[src/rtl/core/hfmm_pkg.sv]
// ----------------------------------------------------------------------------
// hfmm_pkg
// Shared types and codes of the fp16-input, fp32-accumulate matrix multiplier.
// ----------------------------------------------------------------------------
package hfmm_pkg;

  localparam int IDX_W       = 6;
  localparam int VAL_W       = 16;
  localparam int CFG_W       = 7;
  localparam int CFG_IDX_W   = 2;
  localparam int INDEX_LIMIT = 64;

  localparam logic [1:0] ACT_LOAD_A  = 2'd0;
  localparam logic [1:0] ACT_LOAD_B  = 2'd1;
  localparam logic [1:0] ACT_COMPUTE = 2'd2;

  localparam logic [CFG_IDX_W-1:0] CFG_ROW_COUNT   = 2'd0;
  localparam logic [CFG_IDX_W-1:0] CFG_COL_COUNT   = 2'd1;
  localparam logic [CFG_IDX_W-1:0] CFG_INNER_DEPTH = 2'd2;

  localparam logic [CFG_W-1:0] SIZE_RESET = 7'd64;

  typedef struct packed {
    logic [1:0]       action;
    logic [IDX_W-1:0] row_index;
    logic [IDX_W-1:0] col_index;
    logic [VAL_W-1:0] elem_value;
  } in_item_t;

  typedef struct packed {
    logic [IDX_W-1:0] out_row;
    logic [IDX_W-1:0] out_col;
    logic [VAL_W-1:0] out_value;
    logic             out_last;
  } out_item_t;

  typedef struct packed {
    logic             wr_a;
    logic             wr_b;
    logic             rd_en;
    logic             mul_en;
    logic             norm_en;
    logic             add1_en;
    logic             add2_en;
    logic             acc_clear;
    logic             out_load;
    logic             out_last;
    logic [IDX_W-1:0] row;
    logic [IDX_W-1:0] col;
    logic [IDX_W-1:0] term;
  } dp_cmd_t;

  typedef struct packed {
    logic out_free;
  } dp_status_t;

endpackage

[src/rtl/core/hfmm_ctrl.sv]
// ----------------------------------------------------------------------------
// hfmm_ctrl
// Sequencer: size registers, item decode and the column/term loop control.
// ----------------------------------------------------------------------------
module hfmm_ctrl #(
  parameter int DIM_MAX = 64
) (
  input  logic                           clk,
  input  logic                           rst_n,
  input  logic                           cfg_we,
  input  logic [hfmm_pkg::CFG_IDX_W-1:0] cfg_index,
  input  logic [hfmm_pkg::CFG_W-1:0]     cfg_wdata,
  input  logic                           in_valid,
  output logic                           in_ready,
  input  hfmm_pkg::in_item_t             in_item,
  input  hfmm_pkg::dp_status_t           status,
  output hfmm_pkg::dp_cmd_t              cmd
);

  localparam int LIM = (DIM_MAX < hfmm_pkg::INDEX_LIMIT) ? DIM_MAX : hfmm_pkg::INDEX_LIMIT;

  typedef enum logic [6:0] {
    ST_IDLE = 7'b0000001,
    ST_READ = 7'b0000010,
    ST_MUL  = 7'b0000100,
    ST_NORM = 7'b0001000,
    ST_ADD1 = 7'b0010000,
    ST_ADD2 = 7'b0100000,
    ST_EMIT = 7'b1000000
  } state_t;

  function automatic logic [hfmm_pkg::CFG_W-1:0] eff(input logic [hfmm_pkg::CFG_W-1:0] v);
    eff = (int'(v) < LIM) ? v : hfmm_pkg::CFG_W'(LIM);
  endfunction

  state_t                          state_r, state_nxt;
  logic [hfmm_pkg::CFG_W-1:0]      row_count_r, col_count_r, inner_depth_r;
  logic [hfmm_pkg::IDX_W-1:0]      r_r, r_nxt, j_r, j_nxt, k_r, k_nxt;
  logic [hfmm_pkg::CFG_W-1:0]      rows_eff, cols_eff, depth_eff;
  logic                            in_range, col_last, term_last;

  assign rows_eff  = eff(row_count_r);
  assign cols_eff  = eff(col_count_r);
  assign depth_eff = eff(inner_depth_r);
  assign in_range  = (int'(in_item.row_index) < DIM_MAX) && (int'(in_item.col_index) < DIM_MAX);
  assign col_last  = (({1'b0, j_r} + 7'd1) == cols_eff);
  assign term_last = (({1'b0, k_r} + 7'd1) == depth_eff);
  assign in_ready  = (state_r == ST_IDLE);

  always_ff @(posedge clk) begin
    if (!rst_n) begin
      row_count_r   <= hfmm_pkg::SIZE_RESET;
      col_count_r   <= hfmm_pkg::SIZE_RESET;
      inner_depth_r <= hfmm_pkg::SIZE_RESET;
    end else if (cfg_we) begin
      unique case (cfg_index)
        hfmm_pkg::CFG_ROW_COUNT:   row_count_r   <= cfg_wdata;
        hfmm_pkg::CFG_COL_COUNT:   col_count_r   <= cfg_wdata;
        hfmm_pkg::CFG_INNER_DEPTH: inner_depth_r <= cfg_wdata;
        default: ;
      endcase
    end
  end

  always_ff @(posedge clk) begin
    if (!rst_n) begin
      state_r <= ST_IDLE;
      r_r     <= '0;
      j_r     <= '0;
      k_r     <= '0;
    end else begin
      state_r <= state_nxt;
      r_r     <= r_nxt;
      j_r     <= j_nxt;
      k_r     <= k_nxt;
    end
  end

  always_comb begin
    state_nxt = state_r;
    r_nxt     = r_r;
    j_nxt     = j_r;
    k_nxt     = k_r;
    cmd       = '0;
    cmd.row   = r_r;
    cmd.col   = j_r;
    cmd.term  = k_r;
    unique case (state_r)
      ST_IDLE: begin
        cmd.row = in_item.row_index;
        cmd.col = in_item.col_index;
        if (in_valid) begin
          unique case (in_item.action)
            hfmm_pkg::ACT_LOAD_A: cmd.wr_a = in_range;
            hfmm_pkg::ACT_LOAD_B: cmd.wr_b = in_range;
            hfmm_pkg::ACT_COMPUTE: begin
              if (({1'b0, in_item.row_index} < rows_eff) && (cols_eff != '0)) begin
                r_nxt         = in_item.row_index;
                j_nxt         = '0;
                k_nxt         = '0;
                cmd.acc_clear = 1'b1;
                state_nxt     = (depth_eff == '0) ? ST_EMIT : ST_READ;
              end
            end
            default: ;
          endcase
        end
      end
      ST_READ: begin
        cmd.rd_en = 1'b1;
        state_nxt = ST_MUL;
      end
      ST_MUL: begin
        cmd.mul_en = 1'b1;
        state_nxt  = ST_NORM;
      end
      ST_NORM: begin
        cmd.norm_en = 1'b1;
        state_nxt   = ST_ADD1;
      end
      ST_ADD1: begin
        cmd.add1_en = 1'b1;
        state_nxt   = ST_ADD2;
      end
      ST_ADD2: begin
        cmd.add2_en = 1'b1;
        if (term_last) begin
          state_nxt = ST_EMIT;
        end else begin
          k_nxt     = k_r + 1'b1;
          state_nxt = ST_READ;
        end
      end
      ST_EMIT: begin
        if (status.out_free) begin
          cmd.out_load  = 1'b1;
          cmd.out_last  = col_last;
          cmd.acc_clear = 1'b1;
          if (col_last) begin
            state_nxt = ST_IDLE;
          end else begin
            j_nxt     = j_r + 1'b1;
            k_nxt     = '0;
            state_nxt = (depth_eff == '0) ? ST_EMIT : ST_READ;
          end
        end
      end
      default: state_nxt = ST_IDLE;
    endcase
  end

endmodule

[config.mk]
export PLATFORM = sky130hd
export DESIGN_NAME = hfmm_ctrl
export DESIGN_NICKNAME = d
export VERILOG_FILES = /design/src/rtl/core/hfmm_pkg.sv /design/src/rtl/core/hfmm_ctrl.sv
export SDC_FILE = /design/constraint.sdc
export NUM_CORES = 1
export LEC_CHECK = 0
export BUFFER_PORTS_ARGS = -buffer_cell sky130_fd_sc_hd__buf_4
export CORE_UTILIZATION = 36
export CTS_CLUSTER_SIZE = 12
export DETAILED_ROUTE_END_ITERATION = 12
export MAX_ROUTING_LAYER = met4
export SKIP_CTS_REPAIR_TIMING = 1
export SLEW_MARGIN = 30
export SYNTH_ARGS = -nofsm -noshare
export SYNTH_HDL_FRONTEND = slang
export SYNTH_SLANG_ARGS = --single-unit
[constraint.sdc]
create_clock -name clk -period 3.8 [get_ports clk]
set_input_delay 0.19 -clock clk [delete_from_list [all_inputs] [get_ports clk]]
set_output_delay 0.19 -clock clk [all_outputs]
set_load 0.02 [all_outputs]
* Yosys cells after proc, flatten, opt, wreduce, memory -nomap -nowiden
Index checks and enable logic that the tools add are counted.
Cells by class: $lt $le $gt $ge 4, equal/unequal tests 19, add/subtract/negate cells 4, muxes and demuxes 37, reductions and logical operators 14
Operators by type and width (count):
- $mux 7 | 10
- $pmux 7 s7 | 1
- $mux 6 | 8
- $lt 7x7->1 const B | 3
- $pmux 6 s3 | 1
- $add 6x1->7 const B | 2
- $eq 7x7->1 | 2
- $add 6x1->6 const B | 2
- $mux 12 | 1
- $pmux 6 s2 | 1
- $mux 1 | 10
- $ne 2x2->1 const B | 4
- $reduce_and 4->1 | 2
- $eq 7x1->1 const B | 1
- $eq 7x2->1 const B | 1
- $eq 7x3->1 const B | 1
- $eq 7x4->1 const B | 1
- $eq 7x5->1 const B | 1
- $eq 7x6->1 const B | 1
- $eq 7x7->1 const B | 1
- $logic_not 7->1 | 1
- $lt 6x7->1 | 1
- $reduce_and 7->1 | 1
- $reduce_bool 7->1 | 1
- other kinds (12) | 20
Word-level totals: bits in registers 46, output and inout bits 29, word-level logic and storage cells 85, input port bits 44

* Depth between registers and ports, before layout
word-level depth 8, depth in mapped cells 9, gate-level depth less buffers 9

* Worst setup path after synthesis
Ideal clock, no wire load.
path type register to register, from reg j_r[0] (netlist name), to reg j_r[2] (netlist name), arrival 2.170 ns, required time 3.678 ns, path buffers 0, setup slack 1.508 ns, cell stages (with the launch flop) 9, path through dfxtp_1 > ha_1 > xnor2_2 > xnor2_1 > or4b_4 > a311oi_4 > a21oi_1 > a41o_1 > o311a_1
On the way: word-level cells in the longest chain between the ends 4, elaborated cells on any way between the ends 8, those cells by class add/sub: 2; eq/ne: 2; mux: 3; reduce/logical: 1
RTL lines:
- from (decl) | RTL line hfmm_ctrl.sv:38 | logic [hfmm_pkg::IDX_W-1:0] r_r, r_nxt, j_r, j_nxt, k_r, k_nxt;
- from (signal assigned) | RTL line hfmm_ctrl.sv:74 | j_r <= j_nxt;
- $add 6x1->7 or $add 6x1->6 (tied branches) | RTL line hfmm_ctrl.sv:46, hfmm_ctrl.sv:142
- $eq 7x7->1 or $mux 6 (tied branches) | RTL line hfmm_ctrl.sv:46, hfmm_ctrl.sv:139
- $ne 2x2->1 (no line) or $mux 6 (tied branches)
- $reduce_and 6->1 (no line) or $pmux 6 s2 (tied branches)
Parallel ways exist; a longest one is shown, timed or not. The select of a mux whose other input is x is not followed. A chain may end at the register's enable or synchronous reset.

==> impl_metrics.env <==
export IMPL_clock_sink_count=46
export IMPL_drv_cap=0
export IMPL_final_setup_skew_ns=0.00637
export IMPL_irDropWorstVdd_mv=0.147
export IMPL_post_drt_wl_per_cell_um=13.2
export IMPL_antennaDiodeCount=0
export IMPL_synth_top_cell_by_area="dfxtp_1"
export IMPL_stdcell_area_um2=3430
export IMPL_clkTransAtPathRegs_ns=0.09
export IMPL_cts_htree_levels=2
export IMPL_yosys_area_top_type_share=0.323
export IMPL_start_util=0.371
export IMPL_track_usage=0.161
export IMPL_ys_top_cells_by_count="nand2_1 (61), dfxtp_1 (46), mux2i_1 (32)"
export IMPL_power_mw=1.58
export IMPL_hp_class="primary input to flop"
export IMPL_crit_top_cell="buf_4"
export IMPL_die_area_um2=8270
export IMPL_hold_path_depth=3
export IMPL_grt_pass1_vias=2227
export IMPL_synth_edff_count=0
export IMPL_rsz0062_at_grt="false"
export IMPL_rows=32
export IMPL_portBuffers=56
export IMPL_period_needed_ns=2.78
export IMPL_seq_power_share=0.342
export IMPL_yosysWarnings=0
export IMPL_placed_cell_area_um2=3340
export IMPL_leakagePower_nw=1.46
export IMPL_r2r_cells=9
export IMPL_cts_max_path_buffers=2
export IMPL_timing_setup_tns_ns=0
export IMPL_final_nets=441
export IMPL_crit_type="flop to output port"
export IMPL_core_um2=7690
export IMPL_clock_power_share=0.202
export IMPL_avgSynthCellArea_um2=8.33
export IMPL_worst_skew_pair_late_latency_ns=0.30
export IMPL_tritoncts="done"
export IMPL_die_h_um=91.0
export IMPL_cp_start_kind="flop"
export IMPL_period_share=0.731
export IMPL_synth_area_um2=2850
export IMPL_ys_ff_latch=46
export IMPL_yosysUniqueCellTypes=56
export IMPL_cpPeakStageDelay_ns=0.55
export IMPL_crit_path_end_kind="output port"
export IMPL_antenna_found_initial=0
export IMPL_fill_cells=797
export IMPL_synthArstFlopShare=0
export IMPL_drt_vias_per_instance=5.06
export IMPL_status="finished clean"
export IMPL_ys_seq_area_frac=0.323
export IMPL_setup_viol=0
export IMPL_synth_area_leaders="dfxtp_1 (32%), mux2i_1 (11%), nand2_1 (8.0%)"
export IMPL_root_buffer="clkbuf_8"
export IMPL_ant_nets=0
export IMPL_drcViolationCount=0
export IMPL_num_vias=2493
export IMPL_sw_frac_of_total=0.410
export IMPL_grt_pass1_wl_um=10700
export IMPL_whs_ns=0.151
export IMPL_crit_slowest_cell="nor4_1"
export IMPL_yosysMostFrequentCell="nand2_1"
export IMPL_powerDensity_nw_per_um2=461
export IMPL_drv_slew=0
export IMPL_gp_congestion=0.767
export IMPL_cp_required_ns=3.61
export IMPL_worstMarginPinSlew_ns=0.624
export IMPL_finalHoldViolCount=0
export IMPL_ios=73
export IMPL_drive_above_1_share=0.194
export IMPL_grt_overflow_total=0
export IMPL_p_int_mw=0.934
export IMPL_relSlewSlack=0.584
export IMPL_syn_inst=342
export IMPL_max_clock_freq_ghz=0.360
export IMPL_initialDrtViolationCount=61
export IMPL_die_w_um=91.0
export IMPL_path_max_fanout=18
export IMPL_grt_start_max_net_pins=47
export IMPL_dp_hpwl_um=4870
export IMPL_critPathArrivalTime_ns=2.59
export IMPL_syn2layout_area_growth_pct=20.5
export IMPL_p_sw_mw=0.649
export IMPL_wl_um=6490
export IMPL_numCtsBuffers=5
export IMPL_drtPass1Iterations=4
export IMPL_power_frac_comb=0.456
export IMPL_synthFlopType="dfxtp_1"
export IMPL_synthesis_nets=393
export IMPL_path_cells="nor4_1 -> and2b_1 -> nand2_1 -> clkinv_1 -> buf_4 -> and4b_1 -> buf_4"
==> power groups by stage <==
stage          Clock, mW  Combinational [mW]  Sequential (mW)
2_1_floorplan          0               0.478            0.543
3_3_place_gp           0               0.728            0.551
3_5_place_dp           0               0.730            0.552
4_1_cts            0.333               0.732            0.541
5_1_grt            0.343               0.800            0.548
6_report           0.320               0.722            0.541
==> critical path, delay by kind of cell (launching register included) <==
family	cells	cell delay [ns]
buffers and inverters	3	0.52
DFF	1	0.36
and+or+nand+nor	4	1.40
==> layout by cell type (no fill, tap or decap), types with 3 or more instances in the layout <==
| master | n |
|---|---|
| a21oi_1 | 3 |
| a31oi_1 | 4 |
| and3_1 | 6 |
| and4b_1 | 4 |
| buf_4 | 58 |
| clkbuf_8 | 6 |
| dfxtp_1 | 46 |
| ha_1 | 7 |
| inv_1 | 7 |
| mux2i_1 | 32 |
| nand2_1 | 61 |
| nand2b_1 | 8 |
| nand3_1 | 10 |
| nand3b_1 | 3 |
| nand4_1 | 3 |
| nor2_1 | 18 |
| nor2b_1 | 30 |
| nor3_1 | 8 |
| nor4b_1 | 3 |
| o211ai_1 | 6 |
| o21ai_0 | 5 |
| o22ai_1 | 3 |
| o31ai_1 | 4 |
| xnor2_1 | 13 |
| xor2_1 | 4 |
==> final timing paths <==
path | startpoint | to | slack [ns]
worst min register to register | k_r[1] | k_r[1] | 0.52
worst max-delay path | state_r[1] | cmd[26] | 1.02
worst min-delay path | cfg_wdata[6] | col_count_r[6] | 0.15
worst max register to register | row_count_r[6] | k_r[1] | 1.17
==> cells by family (layout without fill, tap and decap cells) <==
family | after synthesis | after routing | share of synthesized area
muxes | 32 | 32 | 0.112
buffers and inverters | 25 | 74 | 0.0369
DFF | 46 | 46 | 0.323
AOI/OAI and AO/OA | 46 | 46 | 0.130
xor gates and xnor gates | 18 | 18 | 0.0580
and+or+nand+nor | 168 | 168 | 0.309
adders and majority gates | 7 | 7 | 0.0307
==> routing by layer <==
layer / routed length, µm / track usage
met4: 58 / 0.0437
met1: 3230 / 0.216
met2: 3000 / 0.256
met5: 0 / -
met3: 209 / 0.0226
==> per-stage QoR <==
step,worst slack [ns],utilization,cells
floorplan,1.51,-,342
global placement,1.16,0.434,485
detailed placement,1.16,0.434,485
CTS,0.965,0.446,493
global route,0.729,0.446,493
finish,1.02,0.446,493
==> state kept, by name (all words and copies together) (netlist names) <==
signal	cells
r_r	6
j_r	6
col_count_r	7
state_r	7
row_count_r	7
k_r	6
inner_depth_r	7
==> area by class of cell <==
| type | instances | area [µm²] | area share |
|---|---|---|---|
| Clock inverter | 2 | 12.5 | 0.00365 |
| Timing Repair Buffer | 58 | 435 | 0.127 |
| Multi-Input combinational cell | 271 | 1820 | 0.531 |
| Clock buffer | 6 | 82.6 | 0.0241 |
| Sequential cell | 46 | 921 | 0.268 |
| Tap cell | 102 | 128 | 0.0372 |
| Inverter | 8 | 30.0 | 0.00875 |
(Power assumes the default switching activity.)
